### config.mk
export PLATFORM = sky130hd
export DESIGN_NAME = decimal_text_to_integer_core
export DESIGN_NICKNAME = d
export VERILOG_FILES = /design/src/design/dtoi_pkg.sv /design/src/design/decimal_text_to_integer_core.sv /design/src/design/dtoi_step.sv
export SDC_FILE = /design/constraint.sdc
export NUM_CORES = 1
export LEC_CHECK = 0
export BUFFER_PORTS_ARGS = -buffer_cell sky130_fd_sc_hd__buf_2
export CAP_MARGIN = 20
export CORE_MARGIN = 3
export CORE_UTILIZATION = 45
export CTS_BUF_LIST = sky130_fd_sc_hd__clkbuf_4 sky130_fd_sc_hd__clkbuf_8
export CTS_CLUSTER_SIZE = 28
export DETAILED_ROUTE_END_ITERATION = 16
export SYNTH_ARGS = -nofsm -noshare
export SYNTH_HDL_FRONTEND = slang
export SYNTH_HIERARCHICAL = 1
export SYNTH_SLANG_ARGS = --single-unit
export TNS_END_PERCENT = 30
### constraint.sdc
create_clock -name clk_i -period 4.8 [get_ports clk_i]
set_input_delay 0.48 -clock clk_i [delete_from_list [all_inputs] [get_ports clk_i]]
set_output_delay 0.48 -clock clk_i [all_outputs]
set_load 0.05 [all_outputs]
### src/design/dtoi_pkg.sv
// Types and constants of the decimal text to integer converter.
`timescale 1ns / 1ps
`default_nettype none

package dtoi_pkg;

  localparam int unsigned CharW = 8;
  localparam int unsigned NumW  = 32;
  localparam int unsigned DigW  = 4;
  // magnitude*10 + 9 stays below 2^36 for any 32-bit magnitude
  localparam int unsigned WideW = NumW + 4;

  localparam logic [CharW-1:0] CHAR_ZERO  = 8'h30;
  localparam logic [CharW-1:0] CHAR_NINE  = 8'h39;
  localparam logic [CharW-1:0] CHAR_PLUS  = 8'h2B;
  localparam logic [CharW-1:0] CHAR_MINUS = 8'h2D;

  localparam logic [WideW-1:0] U16_MAX       = 36'd65535;
  // largest positive 32-bit value split as /10 and %10; the negative limit adds one
  // to the last digit
  localparam logic [NumW-1:0]  S32_LIM_DIV10 = 32'd214748364;
  localparam logic [DigW-1:0]  S32_LIM_MOD10 = 4'd7;

  typedef struct packed {
    logic            at_first;
    logic            is_neg;
    logic [NumW-1:0] mag;
    logic            seen_digit;
    logic            failed;
  } dtoi_state_t;

  localparam dtoi_state_t STATE_CLEAR = '{
    at_first:   1'b1,
    is_neg:     1'b0,
    mag:        '0,
    seen_digit: 1'b0,
    failed:     1'b0
  };

  typedef struct packed {
    logic            ok;
    logic [NumW-1:0] number;
  } dtoi_result_t;

endpackage

`default_nettype wire

### src/design/decimal_text_to_integer_core.sv
// Top level of the decimal text to integer converter.
`timescale 1ns / 1ps
`default_nettype none
// Usage
//   Slave stream: one ASCII character per item in s_axis_tdata[7:0]; an item with
//   s_axis_tlast high closes the string and its character is ignored.
//   Master stream: one result per terminator; m_axis_tuser[0] is ok, m_axis_tdata
//   the two's complement number (zero when ok is low). Characters give no result.
//   Config channel: cfg_data_i[0] selects signed 32-bit (1) or unsigned 16-bit (0)
//   parsing; always ready; write it only while no string item is in flight.
// Timing
//   An item is held in an input register, then the parse logic updates the
//   state and, on a terminator, loads the result register, which drives
//   m_axis_tvalid.
//   Throughput is one item per clock while no terminator waits on a full result
//   register; the loop is the x10-add-compare on the 32-bit magnitude.
// Reset and stall
//   Reset clears the parse state, empties both registers, and sets signed mode.
//   While a result waits on m_axis_tready, characters still flow; only a
//   further terminator waits in the input register, and s_axis_tready drops
//   once that register cannot move on.

module decimal_text_to_integer_core (
  input  wire logic        clk_i,
  input  wire logic        rst_ni,
  // config
  input  wire logic        cfg_valid_i,
  output logic             cfg_ready_o,
  input  wire logic [0:0]  cfg_data_i,      // [0] signed_mode
  // slave stream
  input  wire logic        s_axis_tvalid,
  output logic             s_axis_tready,
  input  wire logic [7:0]  s_axis_tdata,    // [7:0] character
  input  wire logic        s_axis_tlast,    // is_end
  // master stream
  output logic             m_axis_tvalid,
  input  wire logic        m_axis_tready,
  output logic [31:0]      m_axis_tdata,    // [31:0] number
  output logic [0:0]       m_axis_tuser     // [0] ok
);
  import dtoi_pkg::*;

  logic                 mode_q;
  logic                 in_vld_q;
  logic [CharW-1:0]     in_char_q;
  logic                 in_end_q;
  dtoi_state_t          st_q, st_d, st_step;
  dtoi_result_t         res_q, res_step;
  logic                 out_vld_q;

  logic                 out_free;
  logic                 proc;
  logic                 take_in;

  assign cfg_ready_o = 1'b1;

  // a terminator needs room in the result register, a character never does
  assign out_free      = !out_vld_q || m_axis_tready;
  assign proc          = in_vld_q && (!in_end_q || out_free);
  assign s_axis_tready = !in_vld_q || proc;
  assign take_in       = s_axis_tvalid && s_axis_tready;

  dtoi_step u_step (
    .state_i       (st_q),
    .char_i        (in_char_q),
    .signed_mode_i (mode_q),
    .state_o       (st_step),
    .result_o      (res_step)
  );

  always_comb begin
    st_d = st_q;
    if (proc) begin
      st_d = in_end_q ? STATE_CLEAR : st_step;
    end
  end

  always_ff @(posedge clk_i or negedge rst_ni) begin
    if (!rst_ni) begin
      mode_q    <= 1'b1;
      in_vld_q  <= 1'b0;
      out_vld_q <= 1'b0;
      st_q      <= STATE_CLEAR;
    end else begin
      st_q <= st_d;
      if (cfg_valid_i && cfg_ready_o) begin
        mode_q <= cfg_data_i[0];
      end
      if (take_in) begin
        in_vld_q <= 1'b1;
      end else if (proc) begin
        in_vld_q <= 1'b0;
      end
      if (proc && in_end_q) begin
        out_vld_q <= 1'b1;
      end else if (m_axis_tready) begin
        out_vld_q <= 1'b0;
      end
    end
  end

  // payload registers
  always_ff @(posedge clk_i) begin
    if (take_in) begin
      in_char_q <= s_axis_tdata;
      in_end_q  <= s_axis_tlast;
    end
    if (proc && in_end_q) begin
      res_q <= res_step;
    end
  end

  assign m_axis_tvalid   = out_vld_q;
  assign m_axis_tdata    = res_q.number;
  assign m_axis_tuser[0] = res_q.ok;

endmodule

`default_nettype wire

### src/design/dtoi_step.sv
// Single-character parse update and terminator result of the converter.
`timescale 1ns / 1ps
`default_nettype none

module dtoi_step (
  input  wire dtoi_pkg::dtoi_state_t  state_i,
  input  wire logic [7:0]             char_i,
  input  wire logic                   signed_mode_i,
  output dtoi_pkg::dtoi_state_t       state_o,
  output dtoi_pkg::dtoi_result_t      result_o
);
  import dtoi_pkg::*;

  logic              is_sign;
  logic              is_digit;
  logic [CharW-1:0]  char_off;
  logic [DigW-1:0]   digit;
  logic [WideW-1:0]  mag_w;
  logic [WideW-1:0]  next_w;
  logic [DigW-1:0]   last_lim;
  logic              ovf_s;
  logic              ovf_u;
  logic              ovf;

  assign is_sign  = signed_mode_i && state_i.at_first &&
                    (char_i == CHAR_PLUS || char_i == CHAR_MINUS);
  assign is_digit = (char_i >= CHAR_ZERO) && (char_i <= CHAR_NINE);
  assign char_off = char_i - CHAR_ZERO;
  assign digit    = char_off[DigW-1:0];

  // x10 as two shifts and an add
  assign mag_w  = {{(WideW-NumW){1'b0}}, state_i.mag};
  assign next_w = (mag_w << 3) + (mag_w << 1) + {{(WideW-DigW){1'b0}}, digit};

  assign last_lim = S32_LIM_MOD10 + {{(DigW-1){1'b0}}, state_i.is_neg};
  assign ovf_s    = (state_i.mag > S32_LIM_DIV10) ||
                    (state_i.mag == S32_LIM_DIV10 && digit > last_lim);
  assign ovf_u    = next_w > U16_MAX;
  assign ovf      = signed_mode_i ? ovf_s : ovf_u;

  always_comb begin
    state_o          = state_i;
    state_o.at_first = 1'b0;
    if (!state_i.failed) begin
      if (is_sign) begin
        state_o.is_neg = (char_i == CHAR_MINUS);
      end else if (!is_digit || ovf) begin
        state_o.failed = 1'b1;
      end else begin
        state_o.mag        = next_w[NumW-1:0];
        state_o.seen_digit = 1'b1;
      end
    end
  end

  always_comb begin
    result_o.ok     = !state_i.failed && state_i.seen_digit;
    result_o.number = '0;
    if (result_o.ok) begin
      result_o.number = state_i.is_neg ? (NumW'(0) - state_i.mag) : state_i.mag;
    end
  end

endmodule

`default_nettype wire

==> results_dict.tcl <==
set metrics [dict create \
    status "finished, final reports clean" \
    post-route-util_pct 50.94 \
    vdd_drop_max_mv 0.1294 \
    track_usage_pct 22.88 \
    syn_avg_cell_area_sq_um 8.852 \
    worstPathArrival_ps 4810 \
    first_iter_violations 491 \
    hold_viol 0 \
    power_frac_clock_pct 35.0 \
    required_ps 5040 \
    finalCriticalPeriod_ps 4565 \
    final_cells 1110 \
    synth_edf_count 42 \
    fillCellCount 1553 \
    synth_cell_type_count 74 \
    drt_pass1_iterations 5 \
    final_cell_mix "68 x ha_1, 61 x nor2_1, 51 x a21oi_1, 50 x nand3_1, 50 x nand2_1" \
    die_h_um 135.5 \
    comb_power_share_pct 14.1 \
    power_frac_seq_pct 50.9 \
    setup_viol 0 \
    drc_errors 0 \
    tritoncts "done" \
    core_area_sq_mm 0.01617 \
    crit_fanout 30 \
    dp_hpwl_um 15630 \
    synth-async-reset-ratio_pct 48.15 \
    antenna_found_initial 0 \
    hold_class "input pin to asynchronous set/reset pin" \
    stdcell_area_sq_mm 0.008238 \
    ctsRootBufferMaster "clkbuf_8" \
    cts_buffers 9 \
    clock-sinks 81 \
    swShare_pct 29.27 \
    antenna_left 0 \
    clockBufferDepth 2 \
    place.gp.congestion 0.8967 \
    yosysSeqAreaShare_pct 29.66 \
    overflow 0 \
    grt_pass1_vias 6490 \
    die_x_um 135.5 \
    final_common_cell "ha_1" \
    rows 46 \
    syn-cell-area_sq_mm 0.007551 \
    path_clk_slew_ps 90 \
    power_density_mw_per_mm2 183.8 \
    post-route-period-util_pct 95.11 \
    dpl_cell_area_sq_mm 0.007979 \
    worstMarginPinSlew_ps 987.0 \
    synthFlopType "edfxtp_1" \
    portBuffers 49 \
    post-cts-setup-buffers 0 \
    diodes 0 \
    dp_cells 1093 \
    final.setup_skew_ps 14.61 \
    fmax_mhz 219.0 \
    via_per_inst 6.037 \
    initial_core_util_pct 46.69 \
    slew_headroom_pct 34.20 \
    grt_pass1_wl_um 33890 \
    ios 51 \
    p_int_mw 1.071 \
    switchingPower_mw 0.4431 \
    synth.ff_latch_count 81 \
    drive_gt1_share_pct 15.10 \
    worstSetupEndpointType "flip-flop" \
    wl_per_cell_um 19.00 \
    startpoint_type "flip-flop" \
    routed_wl_um 21090 \
    vias 6701 \
    area_growth_pct 9.097 \
    synth_cells 853 \
    die-area_sq_mm 0.01837 \
    hold_ws_ps 259.2 \
    insertion_delay_ps 370 \
    path_class "flip-flop to flip-flop" \
    rsz0062_at_grt "false" \
    grt_start_max_net_pins 75 \
    cts_max_level 3 \
    regArea_sq_mm 0.002241 \
    drv_cap 0 \
    fin_nets 974 \
    yosysWarnings 6 \
    slew_viol_final 0 \
    multi_input_area_sq_mm 0.004933 \
    p_leak_nw 3.652 \
    syn-num-nets 938 \
]
==> path summary, 6_finish.rpt <==
check | start | to | slack [ps] | cells after the start
setup reg to reg | st_q[2] | st_q[3] | 230 | 17
max in group asynchronous | rst_ni | in_vld_q | 3880 | 1
setup / recovery | st_q[2] | st_q[3] | 230 | 17
min in group clk_i | s_axis_tdata[7] | in_char_q[7] | 280 | 1
hold reg to reg | st_q[35] | st_q[35] | 560 | 2
hold / removal | rst_ni | st_q[30] | 260 | 1
==> layer usage <==
layer | vias to the layer above | part of all wire [%] | global-route usage, %
met5 | - | 0 | 0
met4 | 0 | 0.86 | 4.591
met3 | 15 | 3.8 | 3.009
met2 | 155 | 49 | 39.41
met1 | 3315 | 46 | 30.98
li1 | 3216 | - | -
==> cell usage after synthesis, drive strengths merged (3+ instances only) <==
master | n | area share (%)
nand4 | 13 | 1.1
edfxtp | 42 | 17
o21ai | 46 | 3.0
ha | 68 | 11
xnor2 | 27 | 3.1
a21o | 13 | 1.3
mux2i | 6 | 0.80
o31ai | 10 | 0.99
clkbuf | 26 | 1.3
a31oi | 9 | 0.75
nand2 | 51 | 2.6
dfrtp | 37 | 12
o41ai | 3 | 0.70
a211oi | 5 | 0.50
nor3 | 10 | 0.73
xor2 | 25 | 2.9
o21bai | 8 | 0.80
or3 | 12 | 1.2
nand3b | 37 | 3.7
mux2 | 16 | 2.4
nand3 | 50 | 3.3
o21a | 5 | 0.50
or4 | 5 | 0.55
a21oi | 52 | 3.4
nor2 | 62 | 3.1
a311oi | 4 | 0.46
buf | 24 | 2.6
nor2b | 6 | 0.50
o22ai | 5 | 0.41
inv | 31 | 1.5
nor4 | 7 | 0.58
a22o | 5 | 0.58
o211ai | 4 | 0.40
nand4b | 36 | 4.2
or2 | 9 | 0.78
nand2b | 47 | 3.9
and3 | 5 | 0.41
==> power by group through the flow <==
stage	Clock [mW]	Sequential [mW]	Combinational [mW]
floorplan	0	0.826	0.121
global placement	0	0.792	0.198
detailed placement	0	0.794	0.202
CTS	0.543	0.780	0.203
global route	0.567	0.773	0.230
finish	0.530	0.770	0.214
==> worst max-delay path, stage by stage (launching register included) <==
cell      delay (ps)
dfrtp_1          460
inv_1            160
fa_1             620
inv_1             60
ha_1             290
a21o_1           200
nand4_1          170
a211oi_2         130
or2_2            370
a31oi_1          280
xnor2_1          190
nor4_1           320
nand4_1          250
nand2b_1         190
buf_12           220
mux2_2           350
nand3b_1          80
nand3_1           80
==> cells by family after synthesis <==
kind of cell | synth area share (%)
buf+inv | 5.485
compound gates | 16.01
xor+xnor | 6.032
simple gates | 27.74
fa+ha+maj | 11.80
mux | 3.181
other cells | 0.09946
flops | 29.66
==> repair_timing <==
action	CTS	global route
cloned	0	0
endpoints found under the setup margin	15	29
resized for setup	1	7
hold buffers	0	0
==> through the flow <==
step                total power [mW]  TNS, ps  setup WS (ps)
finish                         1.514        0          234.8
global route                   1.571        0          45.93
CTS                            1.526        0          8.046
detailed placement            0.9964    -1118         -89.61
global placement              0.9906        0          139.0
floorplan                     0.9468        0          776.4
==> state kept, by name, indices dropped and copies added, names as in the netlist <==
signal         flops
in_char_q          8
in_end_q           1
in_vld_q           1
m_axis_tdata      32
m_axis_tuser       1
m_axis_tvalid      1
mode_q             1
st_q              36
==> cell type report <==
type / count / share of cell area [%]
Clock buffer: 9 / 1.504
Clock inverter: 7 / 1.063
Inverter: 31 / 1.413
Multi-Input combinational cell: 691 / 59.89
Sequential cell: 81 / 27.20
Tap cell: 216 / 3.281
Timing Repair Buffer: 75 / 5.650
Power figures use the tool's default switching activity.
